### src/rtl/core/utf8d_pkg.sv
// ----------------------------------------------------------------------------
// UTF-8 stream decoder package
// Transfer types and status codes shared by the decoder modules.
// ----------------------------------------------------------------------------
package utf8d_pkg;

    localparam int CpWidth  = 21;
    localparam int CntWidth = 3;
    localparam int StWidth  = 2;

    localparam logic [StWidth-1:0] ST_OK         = 2'd0;
    localparam logic [StWidth-1:0] ST_INVALID    = 2'd1;
    localparam logic [StWidth-1:0] ST_INCOMPLETE = 2'd2;

    typedef struct packed {
        logic [7:0] in_byte;
        logic       end_of_buffer;
    } t_in_item;

    typedef struct packed {
        logic [CpWidth-1:0]  code_point;
        logic [CntWidth-1:0] byte_count;
        logic [StWidth-1:0]  status;
    } t_out_item;

endpackage

### src/rtl/core/utf8d_core.sv
// ----------------------------------------------------------------------------
// UTF-8 decoder core
// Holds the partial code point and applies one byte per step.
// ----------------------------------------------------------------------------
module utf8d_core
    import utf8d_pkg::*;
(
    input  logic      i_clk,
    input  logic      i_rst_n,
    input  logic      i_step,
    input  t_in_item  i_item,
    output logic      o_res_valid,
    output t_out_item o_res
);

    logic [1:0]          r_pending;
    logic [CpWidth-1:0]  r_partial;
    logic [CntWidth-1:0] r_seq_len;
    logic [1:0]          n_pending;
    logic [CpWidth-1:0]  n_partial;
    logic [CntWidth-1:0] n_seq_len;
    logic [CpWidth-1:0]  shifted;
    logic [1:0]          pend_dec;
    logic [7:0]          b;

    assign b        = i_item.in_byte;
    assign shifted  = {r_partial[CpWidth-7:0], b[5:0]};
    assign pend_dec = r_pending - 2'd1;

    always_comb begin
        n_pending   = r_pending;
        n_partial   = r_partial;
        n_seq_len   = r_seq_len;
        o_res_valid = 1'b0;
        o_res       = '{code_point: '0, byte_count: '0, status: ST_OK};
        if (r_pending == 2'd0) begin
            case (b) inside
                8'h00: begin
                    o_res_valid = 1'b1;
                end
                [8'h01:8'h7F]: begin
                    o_res_valid      = 1'b1;
                    o_res.code_point = CpWidth'(b);
                    o_res.byte_count = CntWidth'(1);
                end
                [8'hC0:8'hDF]: begin
                    n_partial = CpWidth'(b[4:0]);
                    n_pending = 2'd1;
                    n_seq_len = CntWidth'(2);
                end
                [8'hE0:8'hEF]: begin
                    n_partial = CpWidth'(b[3:0]);
                    n_pending = 2'd2;
                    n_seq_len = CntWidth'(3);
                end
                [8'hF0:8'hF7]: begin
                    n_partial = CpWidth'(b[2:0]);
                    n_pending = 2'd3;
                    n_seq_len = CntWidth'(4);
                end
                default: begin
                    // Stray continuation byte or a lead of 0xF8 and above.
                    o_res_valid  = 1'b1;
                    o_res.status = ST_INVALID;
                end
            endcase
            // A multi-byte lead on the last available byte cannot finish.
            if (b[7:6] == 2'b11 && b < 8'hF8 && i_item.end_of_buffer) begin
                n_pending    = 2'd0;
                n_partial    = '0;
                n_seq_len    = '0;
                o_res_valid  = 1'b1;
                o_res.status = ST_INCOMPLETE;
            end
        end else begin
            n_partial = shifted;
            n_pending = pend_dec;
            if (pend_dec == 2'd0) begin
                o_res_valid      = 1'b1;
                o_res.code_point = shifted;
                o_res.byte_count = r_seq_len;
                n_partial        = '0;
                n_seq_len        = '0;
            end else if (i_item.end_of_buffer) begin
                o_res_valid  = 1'b1;
                o_res.status = ST_INCOMPLETE;
                n_pending    = 2'd0;
                n_partial    = '0;
                n_seq_len    = '0;
            end
        end
    end

    always_ff @(posedge i_clk) begin
        if (!i_rst_n) begin
            r_pending <= 2'd0;
            r_partial <= '0;
            r_seq_len <= '0;
        end else if (i_step) begin
            r_pending <= n_pending;
            r_partial <= n_partial;
            r_seq_len <= n_seq_len;
        end
    end

endmodule

### src/rtl/core/utf8_stream_decoder_top.sv
// ----------------------------------------------------------------------------
// UTF-8 stream decoder
// Decodes a byte stream into code points, one byte per transfer.
// ----------------------------------------------------------------------------
//   channel | direction | payload    | handshake
//   in      | input     | t_in_item  | i_in_valid / o_in_ready
//   out     | output    | t_out_item | o_out_valid / i_out_ready
//
// One byte is taken every cycle unless a byte that gives a result waits on a stalled output.
// The byte register feeds the decode logic, whose result lands in the output
// register. A byte that gives no result moves on even while the output stalls.
// Reset clears the decoder state and both valid flags.
module utf8_stream_decoder_top
    import utf8d_pkg::*;
(
    input  logic      i_clk,
    input  logic      i_rst_n,
    input  logic      i_in_valid,
    output logic      o_in_ready,
    input  t_in_item  i_in_item,
    output logic      o_out_valid,
    input  logic      i_out_ready,
    output t_out_item o_out_item
);

    logic      r_s1_valid;
    t_in_item  r_s1_item;
    logic      r_out_valid;
    t_out_item r_out_item;
    logic      res_valid;
    t_out_item res;
    logic      out_free;
    logic      s1_step;

    assign out_free    = !r_out_valid || i_out_ready;
    assign s1_step     = r_s1_valid && (out_free || !res_valid);
    assign o_in_ready  = !r_s1_valid || s1_step;
    assign o_out_valid = r_out_valid;
    assign o_out_item  = r_out_item;

    utf8d_core u_core (
        .i_clk      (i_clk),
        .i_rst_n    (i_rst_n),
        .i_step     (s1_step),
        .i_item     (r_s1_item),
        .o_res_valid(res_valid),
        .o_res      (res)
    );

    always_ff @(posedge i_clk) begin
        if (!i_rst_n) begin
            r_s1_valid  <= 1'b0;
            r_out_valid <= 1'b0;
        end else begin
            if (o_in_ready) begin
                r_s1_valid <= i_in_valid;
            end
            if (out_free) begin
                r_out_valid <= s1_step && res_valid;
            end
        end
    end

    always_ff @(posedge i_clk) begin
        if (i_in_valid && o_in_ready) begin
            r_s1_item <= i_in_item;
        end
        if (out_free && s1_step && res_valid) begin
            r_out_item <= res;
        end
    end

`ifndef SYNTHESIS
    // Error results never carry a value or a length.
    a_err_zero: assert property (@(posedge i_clk) disable iff (!i_rst_n)
        o_out_valid && o_out_item.status != ST_OK |->
            o_out_item.code_point == '0 && o_out_item.byte_count == '0)
        else $error("error result with nonzero payload");

    a_status_code: assert property (@(posedge i_clk) disable iff (!i_rst_n)
        o_out_valid |-> o_out_item.status == ST_OK ||
            o_out_item.status == ST_INVALID || o_out_item.status == ST_INCOMPLETE)
        else $error("undefined status code");

    a_ascii_range: assert property (@(posedge i_clk) disable iff (!i_rst_n)
        o_out_valid && o_out_item.byte_count == 3'd1 |-> o_out_item.code_point < 21'd128)
        else $error("single-byte result out of range");

    a_ready_free: assert property (@(posedge i_clk) disable iff (!i_rst_n)
        !o_out_valid |-> o_in_ready)
        else $error("input stalled while output register is empty");
`endif

endmodule
### config.mk
export PLATFORM = sky130hd
export DESIGN_NAME = utf8_stream_decoder_top
export DESIGN_NICKNAME = d
export VERILOG_FILES = /design/src/rtl/core/utf8d_pkg.sv /design/src/rtl/core/utf8d_core.sv /design/src/rtl/core/utf8_stream_decoder_top.sv
export SDC_FILE = /design/constraint.sdc
export NUM_CORES = 1
export LEC_CHECK = 0
export BUFFER_PORTS_ARGS = -buffer_cell sky130_fd_sc_hd__buf_4
export CORE_UTILIZATION = 47
export DETAILED_ROUTE_END_ITERATION = 10
export GPL_TIMING_DRIVEN = 0
export PLACE_DENSITY = 0.68
export SETUP_SLACK_MARGIN = 0.2
export SKIP_LAST_GASP = 1
export SYNTH_ARGS = -nofsm -noshare
export SYNTH_HDL_FRONTEND = slang
export SYNTH_HIERARCHICAL = 1
export SYNTH_SLANG_ARGS = --single-unit
### constraint.sdc
create_clock -name i_clk -period 3.91 [get_ports i_clk]
set_input_delay 0.1955 -clock i_clk [delete_from_list [all_inputs] [get_ports i_clk]]
set_output_delay 0.1955 -clock i_clk [all_outputs]
set_load 0.01 [all_outputs]
=== Yosys cells after proc, flatten, opt, wreduce, memory -nomap -nowiden ===
Cells that the tools add are included.

* $add $sub $neg: 1
* Magnitude comparators: 9
* Equal/unequal tests: 4
* Muxes and demuxes: 48
* Reduce and logical (&&, ||, !) cells: 23

{| class="wikitable"
|+ Operators with widths
! kind !! count
|-
| $mux W15 || 9
|-
| $mux W24 || 2
|-
| $mux W2 || 16
|-
| $mux W3 || 9
|-
| $mux W26 || 1
|-
| $ge A8 B8 Y1 const B || 3
|-
| $le A8 B8 Y1 const B || 3
|-
| $logic_and A1 B1 Y1 || 11
|-
| $mux W11 || 1
|-
| $mux W1 || 10
|-
| $ge A8 B1 Y1 const B || 1
|-
| $le A8 B7 Y1 const B || 1
|-
| $logic_not A8 Y1 || 1
|-
| $lt A8 B8 Y1 const B || 1
|-
| $ne A3 B3 Y1 const B || 2
|-
| $ne A5 B5 Y1 const B || 1
|-
| $reduce_and A5 Y1 || 1
|-
| $logic_not A2 Y1 || 2
|-
| $reduce_and A4 Y1 || 1
|-
| $logic_not A1 Y1 || 3
|-
| $logic_or A1 B1 Y1 || 3
|-
| $reduce_bool A3 Y1 || 1
|-
| $eq A2 B2 Y1 const B || 1
|-
| $sub A2 B1 Y2 const B || 1
|}

* Flip-flop bits (word level): 57
* Output and inout port bits: 28
* Word-level logic and storage cells: 95

=== Logic depth before layout (Yosys ltp) ===
* Depth in word-level cells: 14
* Depth in mapped cells: 13

=== By module ===
The synthesis kept the hierarchy.

{| class="wikitable"
|+ Modules (own cells, without submodules)
! module !! times used !! cells an instance !! area an instance (um^2) !! sequential area each (um^2)
|-
| utf8d_core || 1 || 154 || 1,172.4 || 400.4
|-
| utf8_stream_decoder_top || 1 || 47 || 1,168.6 || 1,091.0
|}

=== Worst setup path after synthesis ===
Ideal clock, no wire load.

* Path type: reg2reg
* From: register u_core.r_pending[0]
* To: register r_out_item, in the netlist o_out_item[0] (enable)
* Library setup time: 0.409 ns
* Arrival: 2.507 ns
* Data required time: 3.501 ns
* Setup slack: 0.994 ns
* Cell stages (with the launch flop): 10
* Path buffers: 2
* Cell sequence: dfxtp_1 inv_1 ha_1 buf_4 nor2b_1 clkbuf_1 nor2_1 nand2_1 nand2_1 nor2_1

* Cells in the longest elaborated chain, start to end: 9
* Elaborated cells between the ends (all ways): 10
* Those cells by class: 1 x add/sub; 2 x mux; 7 x reduce/logical

{| class="wikitable"
|+ RTL lines
! element !! RTL line !! text
|-
| start: declaration || utf8d_core.sv:16 || <nowiki>logic [1:0] r_pending;</nowiki>
|-
| start signal: assignment || utf8d_core.sv:100 || <nowiki>r_pending <= n_pending;</nowiki>
|-
| $sub A2 B1 Y2 || utf8d_core.sv:28 || <nowiki>assign pend_dec = r_pending - 2'd1;</nowiki>
|-
| $logic_not A2 Y1 || utf8d_core.sv:78 || <nowiki>if (pend_dec == 2'd0) begin</nowiki>
|-
| $mux W1 || utf8d_core.sv:78 ||
|-
| $mux W1 (*) || utf8d_core.sv:36 || <nowiki>if (r_pending == 2'd0) begin</nowiki>
|-
| via res_valid || utf8_stream_decoder_top.sv:30 || <nowiki>logic res_valid;</nowiki>
|-
| $logic_not A1 Y1 || utf8_stream_decoder_top.sv:36 || <nowiki>assign s1_step = r_s1_valid && (out_free || !res_valid);</nowiki>
|-
| $logic_or A1 B1 Y1 || utf8_stream_decoder_top.sv:36 ||
|-
| $logic_and A1 B1 Y1 || utf8_stream_decoder_top.sv:36 ||
|-
| $logic_and A1 B1 Y1 || utf8_stream_decoder_top.sv:68 || <nowiki>if (out_free && s1_step && res_valid) begin</nowiki>
|-
| $logic_and A1 B1 Y1 (*) || utf8_stream_decoder_top.sv:68 ||
|-
| end signal: assignment || utf8_stream_decoder_top.sv:69 || <nowiki>r_out_item <= res;</nowiki>
|-
| end: declaration || utf8_stream_decoder_top.sv:29 || <nowiki>t_out_item r_out_item;</nowiki>
|}

Mark *: on every way through the listed nets, which the timed path passes. The rest lies on a longest branch.
A chain may end at the register's enable or synchronous reset.

=== Worst setup path after layout ===
* From: register u_core.r_pending[1]
* To: register u_core.r_seq_len[0]

* Cells in the longest elaborated chain, start to end: 8
* Elaborated cells between the ends (all ways): 15
* Those cells by class: 1 x add/sub; 3 x eq/ne; 4 x mux; 7 x reduce/logical

{| class="wikitable"
|+ RTL lines
! element !! RTL line !! text
|-
| $sub A2 B1 Y2 || utf8d_core.sv:28 ||
|-
| $logic_not A2 Y1 || utf8d_core.sv:78 ||
|-
| $mux W1 || utf8d_core.sv:78 ||
|-
| $mux W1 (*) || utf8d_core.sv:36 ||
|-
| via res_valid || utf8_stream_decoder_top.sv:30 ||
|-
| $logic_not A1 Y1 (*) || utf8_stream_decoder_top.sv:36 ||
|-
| $logic_or A1 B1 Y1 (*) || utf8_stream_decoder_top.sv:36 ||
|-
| $logic_and A1 B1 Y1 (*) || utf8_stream_decoder_top.sv:36 ||
|-
| via s1_step || utf8_stream_decoder_top.sv:33 || <nowiki>logic s1_step;</nowiki>
|-
| $reduce_and A5 Y1 (no line) (*) || -- ||
|-
| end signal: assignment || utf8d_core.sv:102 || <nowiki>r_seq_len <= n_seq_len;</nowiki>
|-
| end: declaration || utf8d_core.sv:18 || <nowiki>logic [CntWidth-1:0] r_seq_len;</nowiki>
|}

Marks and branches as above.

==> results.toml <==
[run_status]
status = "finished, final reports clean"

[floorplanning]
die_h_microns = 72.6
io-pin-count = 41
initial_core_util_pct = 49.2
die_w_microns = 72.6
core_sq_um = 4750
die_area_sq_um = 5270
core.rowCount = 25

[sta]
hold_viol_final = 0
max_freq_mhz = 370
post-route-period-util_pct = 69.1
slew_headroom_pct = 37.7
maxSlewViolCount = 0
worstMarginPinSlew_ns = 0.933
finalSetupViolCount = 0
skew_ns = 0.00696
fin_setup_tns_ns = 0
layout_min_cycle_time_ns = 2.70
rsz0062_at_grt = "no"

[synth]
postSynthAreaPerCell_sq_um = 11.6
synthTopCellsByArea = "edfxtp_1 (45%), dfxtp_1 (19%), and2_1 (6.1%)"
synth.distinct_cells = 34
netlist_area_sq_um = 2340
async_reset_ff_share_pct = 0
yosysTopAreaCell = "edfxtp_1"
syn_inst = 201
synth-seq-cells = 57
synth_fp_nets = 216
ys.flop_type = "edfxtp_1"
synth_top_area_share_pct = 44.9
synth_edf_count = 35
ys_seq_area_share_pct = 63.7
yosys_warnings = 6

[finish]
layout-drive-gt1-share_pct = 25.6
fillers = 394
nets = 268
n_antenna_cell = 0
multi_input_area_sq_um = 777
ff_latch_area_sq_um = 1490
syn_to_final_growth_pct = 27.3

[placement]
gp_congestion = 0.814
dp_hpwl_microns = 2910
port_buffers = 40

[detailed_routing]
firstDrtPassIters = 6
wl_per_cell_microns = 12.6
viasPerCell = 5.02
dr_total_vias = 1631
ant_nets = 0
drcViolationCount = 0
routed_wl_microns = 4110
drtIter0Drc = 103

[clock_network]
cts.sinks = 57
htree_levels = 3
cts_setup_buffers = 0
clockRootBuffer = "clkbuf_8"
clk_pin_slew_ns = 0.06
cts_tree = "done"
cts_made_buffers = 9
clk-insertion-delay-late_ns = 0.33
clk_path_buf_depth = 2
ctsHoldBuffers = 0
cts_resized = 0

[pwr]
fin_total_pwr_mw = 1.38
power.switching_uw = 298
internal_power_mw = 1.08
power.leakage_nw = 1.15
pwr-share-clk_pct = 43.1
p_seq_share_pct = 48.7
p_sw_share_pct = 21.5
p_comb_share_pct = 8.2
power_density_nw_per_um2 = 464
vdd_drop_max_mv = 0.304

[critical_path]
worstPathMaxFanout = 10
start_kind = "flip-flop"
arrival_ns = 2.96
crit_type = "reg -> reg"
cp-end-kind = "flip-flop"
cp_data_required_time_ns = 4.17

[global_route]
grt_overflow_total = 0
grt_pass1_wl_microns = 6910
track_usage_pct = 18.3
grt_max_degree = 21
antenna_found_initial = 0
grt_pass1_vias = 1494

[hold_path]
hp-class = "in -> reg"

[job]
drv_cap = 0
## synth_stat cells, drive strengths merged (2+ instances only)
cell and count:
nor2b 3, nand2b 4, nand4 4, clkbuf 7, inv 5, nor2 4, nor3 2, a31oi 3
edfxtp 35, buf 5, dfxtp 22, o22ai 2, nand3 12, nand4b 4, mux2i 3, a21oi 2
o21ai 18, and2 24, nand2 26, a21boi 5, ha 2
## cells by family after synthesis
family | count (synthesis) | share of synthesized area (%)
AND/OR/NAND/NOR | 90 | 21.9
flip-flops | 57 | 63.7
AO/OA/AOI/OAI | 32 | 8.82
buffers and inverters | 17 | 3.21
multiplexers | 3 | 1.28
adder cells (fa/ha/maj) | 2 | 1.07
## stage by stage
step / setup WS (ns) / instance area, sq um / std cells / hold slack, ns / utilization [%]
final: 1.21 / 2980 / 325 / 0.0379 / 62.7
after global routing: 0.980 / 2980 / 325 / 0.0281 / 62.7
after CTS: 1.22 / 2980 / 325 / 0.0248 / 62.7
after detailed placement: 1.23 / 2760 / 309 / 0.375 / 57.9
after global placement: 0.279 / 2730 / 308 / 0.374 / 57.3
after floorplan: 0.994 / 2340 / 201 / 0.294 / -
## sequential cells by signal, summed over array words and instances, names as in the netlist
| register | cells |
|---|---|
| u_core/r_seq_len | 3 |
| o_out_item | 26 |
| o_out_valid | 1 |
| u_core/r_partial | 15 |
| u_core/r_pending | 2 |
| r_s1_valid | 1 |
| r_s1_item | 9 |
## worst max-delay path: stages, from the launching register on
cell and delay (ns):
dfxtp_1 0.33, inv_1 0.06, ha_1 0.27, nor2b_1 0.18
clkbuf_1 0.21, nor2_1 0.29, nand2_1 0.19, a21boi_1 0.16
inv_1 0.08, a311oi_4 0.35, o311a_2 0.32, mux2i_1 0.19
## power groups by stage
stage | clock network [mW] | registers (mW) | logic (mW)
floorplan | 0 | 0.691 | 0.0585
global placement | 0 | 0.687 | 0.107
detailed placement | 0 | 0.686 | 0.113
CTS | 0.609 | 0.673 | 0.113
global route | 0.629 | 0.676 | 0.124
finish | 0.595 | 0.673 | 0.113
## cell type report
class / count / area share, %
multi-input cells: 127 / 26.1
inverters: 5 / 0.630
clock inverters: 3 / 1.47
well taps: 67 / 2.81
plain buffers: 12 / 1.89
clock buffers: 13 / 6.09
repair buffers: 41 / 11.0
flip-flops and latches: 57 / 50.0
## layer usage
layer	share of wire, %	up-vias	global-route usage [%]
met1	44	757	22.5
met4	2.5	0	12.0
met3	4.9	10	5.66
met2	48	44	27.8
met5	0	-	0
li1	-	820	-
## final timing paths
check	start	end	slack, ns	depth (start not counted)
worst max register to register	u_core/r_pending[1]	u_core/r_seq_len[0]	1.21	11
worst min-delay path	i_in_item[1]	r_s1_item[1]	0.04	1
worst max-delay path	u_core/r_pending[1]	u_core/r_seq_len[0]	1.21	11
worst min register to register	u_core/r_seq_len[1]	u_core/r_seq_len[1]	0.45	2
## placed cells by master (no fill, tap or decap), types with 2 or more instances in the layout
cell,instances
a21oi_1,2
inv_1,5
nand4_1,4
clkbuf_1,9
clkbuf_16,2
a31oi_1,3
nand4b_1,3
and2_1,23
nor2b_1,3
clkbuf_8,9
o22ai_1,2
nand2b_1,4
nor3_1,2
a21boi_1,4
dfxtp_1,22
o21ai_0,18
nor2_1,3
buf_4,42
buf_2,3
nand3_1,12
mux2i_1,3
nand2_1,26
edfxtp_1,35
ha_1,2
Power figures use the tool's default switching activity.
